[src/rtl/maf_pkg.sv]
// ----------------------------------------------------------------------------
// maf_pkg: shared sizes and types of the moving average filter
// Holds the data widths, the window limits and the request and response
// bundles that pass between the filter control and the serial divider.
// ----------------------------------------------------------------------------
package maf_pkg;

    localparam int SAMPLE_BITS = 16;
    localparam int MAX_WINDOW  = 64;
    localparam int ADDR_W      = $clog2(MAX_WINDOW);
    localparam int CNT_W       = $clog2(MAX_WINDOW + 1);
    localparam int CFG_W       = 7;
    localparam int SUM_W       = SAMPLE_BITS + ADDR_W;
    localparam int STEP_W      = $clog2(SUM_W);

    localparam logic [CFG_W-1:0] WIN_RESET = CFG_W'(10);

    // Division request: start pulse, signed window sum and sample count.
    typedef struct packed {
        logic                    start;
        logic signed [SUM_W-1:0] dividend;
        logic [CNT_W-1:0]        divisor;
    } t_div_req;

    // Division response: done pulse and the quotient truncated toward zero.
    typedef struct packed {
        logic                          done;
        logic signed [SAMPLE_BITS-1:0] quot;
    } t_div_rsp;

endpackage

[src/rtl/moving_average_filter.sv]
// ----------------------------------------------------------------------------
// moving_average_filter: windowed mean of signed samples with warm-up
// Keeps the last window_size samples in a ring RAM with their running sum
// and returns the sum divided by the number of samples in the window.
//
//   Channel   Dir   Transaction carries
//   s_axis    in    tdata = sample[15:0]; tuser = restart
//   m_axis    out   tdata = mean[15:0]
//   cfg       in    wr_data = window_size[6:0], written when wr_en is high while idle
//
// An item passes from acceptance through the ring RAM read, the sum update,
// the divider launch and the bit-serial divider (one quotient bit per
// cycle) before its result is loaded into the output register. A restart
// item skips the update and the divider and loads a zero result.
// Reset is synchronous and active low; the ring RAM is not cleared, since the
// sample count guarantees that only entries written since the last clear
// are ever read back. A stalled output holds the finished result, and the
// block accepts the next transaction as soon as the previous result is
// loaded into the output register.
// ----------------------------------------------------------------------------
module moving_average_filter
    import maf_pkg::*;
(
    input  logic                   i_clk,
    input  logic                   i_rst_n,
    // Input stream: tdata = {sample}, tuser = {restart}.
    input  logic                   i_s_axis_tvalid,
    output logic                   o_s_axis_tready,
    input  logic [SAMPLE_BITS-1:0] i_s_axis_tdata,
    input  logic                   i_s_axis_tuser,
    // Output stream: tdata = {mean}.
    output logic                   o_m_axis_tvalid,
    input  logic                   i_m_axis_tready,
    output logic [SAMPLE_BITS-1:0] o_m_axis_tdata,
    // Window size register: tdata-style data = {window_size}.
    input  logic                   i_cfg_wr_en,
    input  logic [CFG_W-1:0]       i_cfg_wr_data
);

    typedef enum logic [4:0] {
        S_IDLE   = 5'b00001,
        S_UPDATE = 5'b00010,
        S_START  = 5'b00100,
        S_DIV    = 5'b01000,
        S_OUT    = 5'b10000
    } t_state;

    t_state r_state, n_state;

    logic [CFG_W-1:0]              r_window_size, n_window_size;
    logic signed [SUM_W-1:0]       r_sum, n_sum;
    logic [ADDR_W-1:0]             r_wpos, n_wpos;
    logic [CNT_W-1:0]              r_seen, n_seen;
    logic                          r_full, n_full;
    logic signed [SAMPLE_BITS-1:0] r_x, n_x;
    logic [CNT_W-1:0]              r_dvsr, n_dvsr;
    logic signed [SAMPLE_BITS-1:0] r_res, n_res;
    logic                          r_out_valid, n_out_valid;
    logic [SAMPLE_BITS-1:0]        r_out_data, n_out_data;

    logic                          in_accept;
    logic [CNT_W-1:0]              w_eff;
    logic [SAMPLE_BITS-1:0]        ram_rdata;
    logic signed [SAMPLE_BITS:0]   delta;
    logic [CNT_W-1:0]              seen_upd;
    logic [CNT_W-1:0]              pos_inc;
    logic                          full_upd;
    logic                          out_free;
    t_div_req                      div_req;
    t_div_rsp                      div_rsp;

    // Effective window: a zero size acts as one, and sizes beyond the ring
    // saturate at the ring depth.
    always_comb begin
        priority if (r_window_size == '0) begin
            w_eff = CNT_W'(1);
        end else if (int'(r_window_size) > MAX_WINDOW) begin
            w_eff = CNT_W'(MAX_WINDOW);
        end else begin
            w_eff = CNT_W'(r_window_size);
        end
    end

    assign in_accept       = i_s_axis_tvalid && o_s_axis_tready;
    assign o_s_axis_tready = (r_state == S_IDLE);
    assign out_free        = !r_out_valid || i_m_axis_tready;

    // Once the window is full the oldest sample leaves the sum as the new
    // one enters; before that the sample count grows instead.
    assign delta    = r_full ? ((SAMPLE_BITS+1)'(r_x) - (SAMPLE_BITS+1)'($signed(ram_rdata)))
                             : (SAMPLE_BITS+1)'(r_x);
    assign seen_upd = r_full ? r_seen : r_seen + CNT_W'(1);
    assign pos_inc  = CNT_W'(r_wpos) + CNT_W'(1);
    assign full_upd = r_full || (seen_upd >= w_eff);

    always_comb begin
        n_state       = r_state;
        n_window_size = r_window_size;
        n_sum         = r_sum;
        n_wpos        = r_wpos;
        n_seen        = r_seen;
        n_full        = r_full;
        n_x           = r_x;
        n_dvsr        = r_dvsr;
        n_res         = r_res;
        n_out_valid   = r_out_valid;
        n_out_data    = r_out_data;

        if (r_out_valid && i_m_axis_tready) begin
            n_out_valid = 1'b0;
        end

        unique case (r_state)
            S_IDLE: begin
                if (i_cfg_wr_en) begin
                    // A new window size starts the filter from scratch. A
                    // transaction taken at the same edge is the first one of
                    // the new window, since the update reads the cleared state.
                    n_window_size = i_cfg_wr_data;
                    n_sum         = '0;
                    n_wpos        = '0;
                    n_seen        = '0;
                    n_full        = 1'b0;
                end
                if (in_accept) begin
                    n_x = $signed(i_s_axis_tdata);
                    if (i_s_axis_tuser) begin
                        n_sum   = '0;
                        n_wpos  = '0;
                        n_seen  = '0;
                        n_full  = 1'b0;
                        n_res   = '0;
                        n_state = S_OUT;
                    end else begin
                        n_state = S_UPDATE;
                    end
                end
            end
            S_UPDATE: begin
                n_sum   = r_sum + SUM_W'(delta);
                n_seen  = seen_upd;
                n_full  = full_upd;
                n_wpos  = (pos_inc >= w_eff) ? '0 : pos_inc[ADDR_W-1:0];
                n_dvsr  = full_upd ? w_eff : seen_upd;
                n_state = S_START;
            end
            S_START: begin
                n_state = S_DIV;
            end
            S_DIV: begin
                if (div_rsp.done) begin
                    n_res   = div_rsp.quot;
                    n_state = S_OUT;
                end
            end
            S_OUT: begin
                if (out_free) begin
                    n_out_valid = 1'b1;
                    n_out_data  = r_res;
                    n_state     = S_IDLE;
                end
            end
            default: begin
                n_state = S_IDLE;
            end
        endcase
    end

    always_ff @(posedge i_clk) begin
        if (!i_rst_n) begin
            r_state       <= S_IDLE;
            r_window_size <= WIN_RESET;
            r_sum         <= '0;
            r_wpos        <= '0;
            r_seen        <= '0;
            r_full        <= 1'b0;
            r_out_valid   <= 1'b0;
        end else begin
            r_state       <= n_state;
            r_window_size <= n_window_size;
            r_sum         <= n_sum;
            r_wpos        <= n_wpos;
            r_seen        <= n_seen;
            r_full        <= n_full;
            r_out_valid   <= n_out_valid;
        end
        r_x        <= n_x;
        r_dvsr     <= n_dvsr;
        r_res      <= n_res;
        r_out_data <= n_out_data;
    end

    // The oldest sample is read when the item is accepted and overwritten
    // with the new one in the following cycle.
    maf_ram #(
        .WIDTH(SAMPLE_BITS),
        .DEPTH(MAX_WINDOW)
    ) u_ring (
        .i_clk  (i_clk),
        .i_we   (r_state == S_UPDATE),
        .i_waddr(r_wpos),
        .i_wdata(r_x),
        .i_re   (in_accept),
        .i_raddr(r_wpos),
        .o_rdata(ram_rdata)
    );

    assign div_req.start    = (r_state == S_START);
    assign div_req.dividend = r_sum;
    assign div_req.divisor  = r_dvsr;

    maf_serial_div u_div (
        .i_clk  (i_clk),
        .i_rst_n(i_rst_n),
        .i_req  (div_req),
        .o_rsp  (div_rsp)
    );

    assign o_m_axis_tvalid = r_out_valid;
    assign o_m_axis_tdata  = r_out_data;

    // A full window has seen exactly as many samples as it holds.
    a_full_count: assert property (@(posedge i_clk) disable iff (!i_rst_n)
        r_full |-> (r_seen == w_eff))
        else $error("full window with wrong sample count");

    // Before the window fills, the count stays below the window size.
    a_warm_count: assert property (@(posedge i_clk) disable iff (!i_rst_n)
        !r_full |-> (r_seen < w_eff))
        else $error("warm-up count reached window size without full flag");

    // The write position always lies inside the active window.
    a_wpos_range: assert property (@(posedge i_clk) disable iff (!i_rst_n)
        CNT_W'(r_wpos) < w_eff)
        else $error("write position outside window");

    // The divider reports completion only while the control waits for it.
    a_div_done: assert property (@(posedge i_clk) disable iff (!i_rst_n)
        div_rsp.done |-> (r_state == S_DIV))
        else $error("divider finished outside the division state");

    // The divisor handed to the divider is never zero.
    a_div_nonzero: assert property (@(posedge i_clk) disable iff (!i_rst_n)
        div_req.start |-> (r_dvsr != '0))
        else $error("zero divisor launched");

endmodule

[src/rtl/maf_ram.sv]
// ----------------------------------------------------------------------------
// maf_ram: generic single-clock RAM
// One write port and one read port with the read data registered.
// ----------------------------------------------------------------------------
module maf_ram #(
    parameter int WIDTH = 16,
    parameter int DEPTH = 64
) (
    input  logic                     i_clk,
    input  logic                     i_we,
    input  logic [$clog2(DEPTH)-1:0] i_waddr,
    input  logic [WIDTH-1:0]         i_wdata,
    input  logic                     i_re,
    input  logic [$clog2(DEPTH)-1:0] i_raddr,
    output logic [WIDTH-1:0]         o_rdata
);

    logic [WIDTH-1:0] r_mem [DEPTH];
    logic [WIDTH-1:0] r_rdata;

    always_ff @(posedge i_clk) begin
        if (i_we) begin
            r_mem[i_waddr] <= i_wdata;
        end
        if (i_re) begin
            r_rdata <= r_mem[i_raddr];
        end
    end

    assign o_rdata = r_rdata;

endmodule

[src/rtl/maf_serial_div.sv]
// ----------------------------------------------------------------------------
// maf_serial_div: bit-serial signed divider
// Restoring division of the window sum magnitude by the sample count, one
// quotient bit per cycle, with the sign restored on the way out.
// ----------------------------------------------------------------------------
module maf_serial_div
    import maf_pkg::*;
(
    input  logic     i_clk,
    input  logic     i_rst_n,
    input  t_div_req i_req,
    output t_div_rsp o_rsp
);

    logic               r_busy, n_busy;
    logic               r_done, n_done;
    logic [STEP_W-1:0]  r_cnt, n_cnt;
    logic               r_neg, n_neg;
    logic [SUM_W-1:0]   r_shift, n_shift;
    logic [CNT_W-1:0]   r_rem, n_rem;
    logic [CNT_W-1:0]   r_dvsr, n_dvsr;

    logic [CNT_W:0]     rem_sh;
    logic [CNT_W:0]     rem_diff;
    logic               rem_ge;
    logic [SUM_W-1:0]   dvd_mag;
    logic [SAMPLE_BITS-1:0] q_mag;

    // The dividend magnitude leaves the top of the shift register while
    // quotient bits enter at the bottom.
    assign rem_sh   = {r_rem, r_shift[SUM_W-1]};
    assign rem_diff = rem_sh - {1'b0, r_dvsr};
    assign rem_ge   = (rem_sh >= {1'b0, r_dvsr});
    assign dvd_mag  = i_req.dividend[SUM_W-1] ? SUM_W'(-i_req.dividend)
                                              : SUM_W'(i_req.dividend);

    always_comb begin
        n_busy  = r_busy;
        n_done  = 1'b0;
        n_cnt   = r_cnt;
        n_neg   = r_neg;
        n_shift = r_shift;
        n_rem   = r_rem;
        n_dvsr  = r_dvsr;
        if (i_req.start) begin
            n_busy  = 1'b1;
            n_cnt   = STEP_W'(SUM_W - 1);
            n_neg   = i_req.dividend[SUM_W-1];
            n_shift = dvd_mag;
            n_rem   = '0;
            n_dvsr  = i_req.divisor;
        end else if (r_busy) begin
            n_shift = {r_shift[SUM_W-2:0], rem_ge};
            n_rem   = rem_ge ? rem_diff[CNT_W-1:0] : rem_sh[CNT_W-1:0];
            n_cnt   = r_cnt - STEP_W'(1);
            if (r_cnt == '0) begin
                n_busy = 1'b0;
                n_done = 1'b1;
            end
        end
    end

    always_ff @(posedge i_clk) begin
        if (!i_rst_n) begin
            r_busy <= 1'b0;
            r_done <= 1'b0;
            r_cnt  <= '0;
        end else begin
            r_busy <= n_busy;
            r_done <= n_done;
            r_cnt  <= n_cnt;
        end
        r_neg   <= n_neg;
        r_shift <= n_shift;
        r_rem   <= n_rem;
        r_dvsr  <= n_dvsr;
    end

    // The quotient always fits the sample range, so its low bits carry it.
    assign q_mag      = r_shift[SAMPLE_BITS-1:0];
    assign o_rsp.done = r_done;
    assign o_rsp.quot = r_neg ? -q_mag : q_mag;

endmodule
[config.mk]
export PLATFORM = sky130hd
export DESIGN_NAME = moving_average_filter
export DESIGN_NICKNAME = d
export VERILOG_FILES = /design/src/rtl/maf_pkg.sv /design/src/rtl/moving_average_filter.sv /design/src/rtl/maf_ram.sv /design/src/rtl/maf_serial_div.sv
export SDC_FILE = /design/constraint.sdc
export NUM_CORES = 1
export LEC_CHECK = 0
export ABC_AREA = 1
export BUFFER_PORTS_ARGS = -buffer_cell sky130_fd_sc_hd__buf_2
export CAP_MARGIN = 0
export CORE_MARGIN = 2
export CORE_UTILIZATION = 25
export DETAILED_ROUTE_END_ITERATION = 7
export SLEW_MARGIN = 10
export SYNTH_ARGS = -nofsm -noshare
export SYNTH_HDL_FRONTEND = slang
export SYNTH_SLANG_ARGS = --single-unit
[constraint.sdc]
create_clock -name i_clk -period 5.6 [get_ports i_clk]
set_input_delay 0.28 -clock i_clk [delete_from_list [all_inputs] [get_ports i_clk]]
set_output_delay 0.28 -clock i_clk [all_outputs]
set_load 0.01 [all_outputs]
==> results.cfg <==
[clock_tree]
cts.sinks = 1188
insertion_delay_ns = 0.75
cts_tree = yes
clk_pin_slew_ns = 0.06
clockBufferDepth = 3
htreeDepth = 3
cts.repair.resized = 0
cts-root-buf = clkbuf_16
cts_made_buffers = 113

[timing]
maxSlewHeadroom_pct = 26.7
post-route-period-util_pct = 75.0
tightest_slew_ns = 1.10
fin_setup_tns_ns = 0
min_period_ns = 4.20
clock_skew_ns = 0.0590
finalHoldViolations = 0
maxSlewViolCount = 0
rsz0062_at_grt = false
fmax_mhz = 238
finalSetupViolCount = 0

[synth]
ys_seq_area_share_pct = 73.3
synth_edf_count = 1125
synth_warnings = 0
ys_types = 56
ys.flop_type = edfxtp_1
syn_inst = 3641
avgSynthCellArea_um2 = 13.1
postSynth.asyncResetShare_pct = 0
ys_ff_latch = 1188
syn-cell-area_um2 = 47800
synth_fp_nets = 3742

[critical_path]
crit_arrival_ns = 4.76
critPathLaunchType = register
startpoint = r_x[1]
worstSetupPathType = reg2reg
r2r-start = r_x[1]
required_ns = 6.16
critPathMaxFanout = 27
cp-end-kind = register

[floorplanning]
start_util_pct = 25.2
die_h_um = 441
die_w_um = 441
core-area_um2 = 190000
ios = 47
rows = 160
dieArea_um2 = 195000

[route]
drtPass1Iterations = 5
vias_per_cell = 4.73
num_vias = 30400
drt_iter0_drc = 3798
drc = 0
routed_wl_mm = 136
wl_per_cell_um = 21.2
ant_nets = 0

[min_path]
hold_path.startpoint = i_s_axis_tvalid
min-delay-path-class = in2reg

[placement]
post-dp-hpwl_mm = 80.9
numPortBuffers = 46
gp_congestion = 0.872
placed_cell_area_um2 = 51500

[outcome]
status = finished, final reports clean

[grt]
antenna_found_initial = 0
grt_pass1_vias = 29000
grt_pass1_wl_mm = 197
grt_usage_pct = 13.6
grt_overflow_total = 0
grt_max_degree = 75

[layout]
drive_above_1_share_pct = 9.49
synthToLayoutAreaGrowth_pct = 16.2
layout_common_cells = edfxtp_1 (1125), nand2_1 (839), nor2_1 (214)
design_area_um2 = 55500
final_nets = 3916
layout_commonest_cell = edfxtp_1
fin_util_pct = 29.2

[pwr]
peakVddDrop_uv = 242
power.density_nw_per_um2 = 348
leakage_nw = 18.8

[run]
max-cap-violations = 0
==> power by group <==
part | total (mW) | internal, mW | switching [mW] | leakage [nW]
clock network | 7.60 | 4.26 | 3.34 | 1.78
logic | 1.70 | 0.474 | 1.23 | 6.38
registers | 10.0 | 9.95 | 0.0630 | 10.6
==> worst paths after layout <==
| check | endpoint | slack [ns] | depth (start not counted) |
|---|---|---|---|
| worst min register to register | u_div.r_dvsr[2] | 0.42 | 0 |
| worst max-delay path | r_sum[21] | 1.40 | 23 |
| worst max register to register | r_sum[21] | 1.40 | 23 |
| worst min-delay path | r_state[1] | 0.06 | 5 |
==> flip-flops by register name (all words and copies together), names as in the netlist, 16 cells and up <==
register        count
o_m_axis_tdata     16
r_res              16
r_sum              22
r_x                16
u_div.r_shift      22
u_ring.o_rdata     16
u_ring.r_mem     1024
==> cell families after synthesis <==
family                   count (synthesis)  synth area share [%]
AO/OA/AOI/OAI                          622                  8.71
AND/OR/NAND/NOR                       1346                  11.9
flip-flops                            1188                  73.3
XOR/XNOR                                43                 0.788
buffers and inverters                  370                  3.29
adder cells (fa/ha/maj)                 72                  1.93
==> layout make-up <==
type,count,area [µm²]
Multi-Input combinational cell,2083,11200
Antenna cell,3,7.51
Inverter,220,846
Clock inverter,70,703
Sequential cell,1188,35000
Clock buffer,141,2950
Tap cell,2511,3140
Fill cell,18900,134000
Timing Repair Buffer,209,1630
==> repair_timing <==
item                                   in CTS  in global routing
setup buffers                               0                  0
setup endpoints to repair                   0                  0
hold buffers                               36                  0
endpoints found under the hold margin      29                  0
==> synthesized netlist by cell type, drive strengths merged (10+ instances only) <==
cell type / n / area (µm²)
edfxtp: 1125 / 33800
nand2: 839 / 3150
nor2: 219 / 827
inv: 215 / 810
a22oi: 170 / 1280
a21oi: 150 / 751
o21ai: 128 / 641
nand4: 123 / 769
buf: 99 / 551
nand3: 89 / 478
ha: 69 / 863
a221oi: 65 / 601
dfxtp: 63 / 1260
clkbuf: 51 / 191
a22o: 40 / 350
and3: 34 / 213
xor2: 25 / 219
nor3: 22 / 125
xnor2: 18 / 158
a31oi: 12 / 75.1
o31ai: 10 / 75.1
or2: 10 / 62.6
==> through the flow <==
stage | power, mW | std cells | worst slack (ns) | hold slack [ns]
detailed placement | 11.9 | 6175 | 1.50 | 0.406
floorplan | 11.2 | 3641 | 1.47 | 0.358
CTS | 19.4 | 6422 | 1.48 | 0.0140
global placement | 11.8 | 6175 | 1.52 | 0.400
finish | 19.3 | 6425 | 1.40 | 0.0579
global route | 19.9 | 6422 | 1.09 | 0.127
==> critical path: stages, from the launching register on <==
cell,delay [ns]
edfxtp_1,0.35
buf_4,0.31
inv_1,0.12
fa_1,0.43
inv_1,0.08
nand2_1,0.07
nand2_1,0.08
nand3_1,0.07
nand2_1,0.19
inv_1,0.06
o21bai_1,0.20
a21oi_1,0.11
or2_2,0.28
a31oi_1,0.24
ha_1,0.34
a21o_1,0.20
a21boi_0,0.29
nor2_1,0.07
nor3_1,0.14
nand3b_1,0.11
inv_1,0.08
nand3_1,0.08
nand3_1,0.07
a21oi_1,0.06
==> per-layer routing <==
layer	vias to the layer above	share of wire, %	GRT usage, %
met1	15300	42	18.6
met4	0	3.3	4.61
li1	13700	-	-
met3	186	8.0	2.50
met5	-	0	0
met2	1217	46	21.7
No activity file was read; power rests on OpenSTA's default activity.
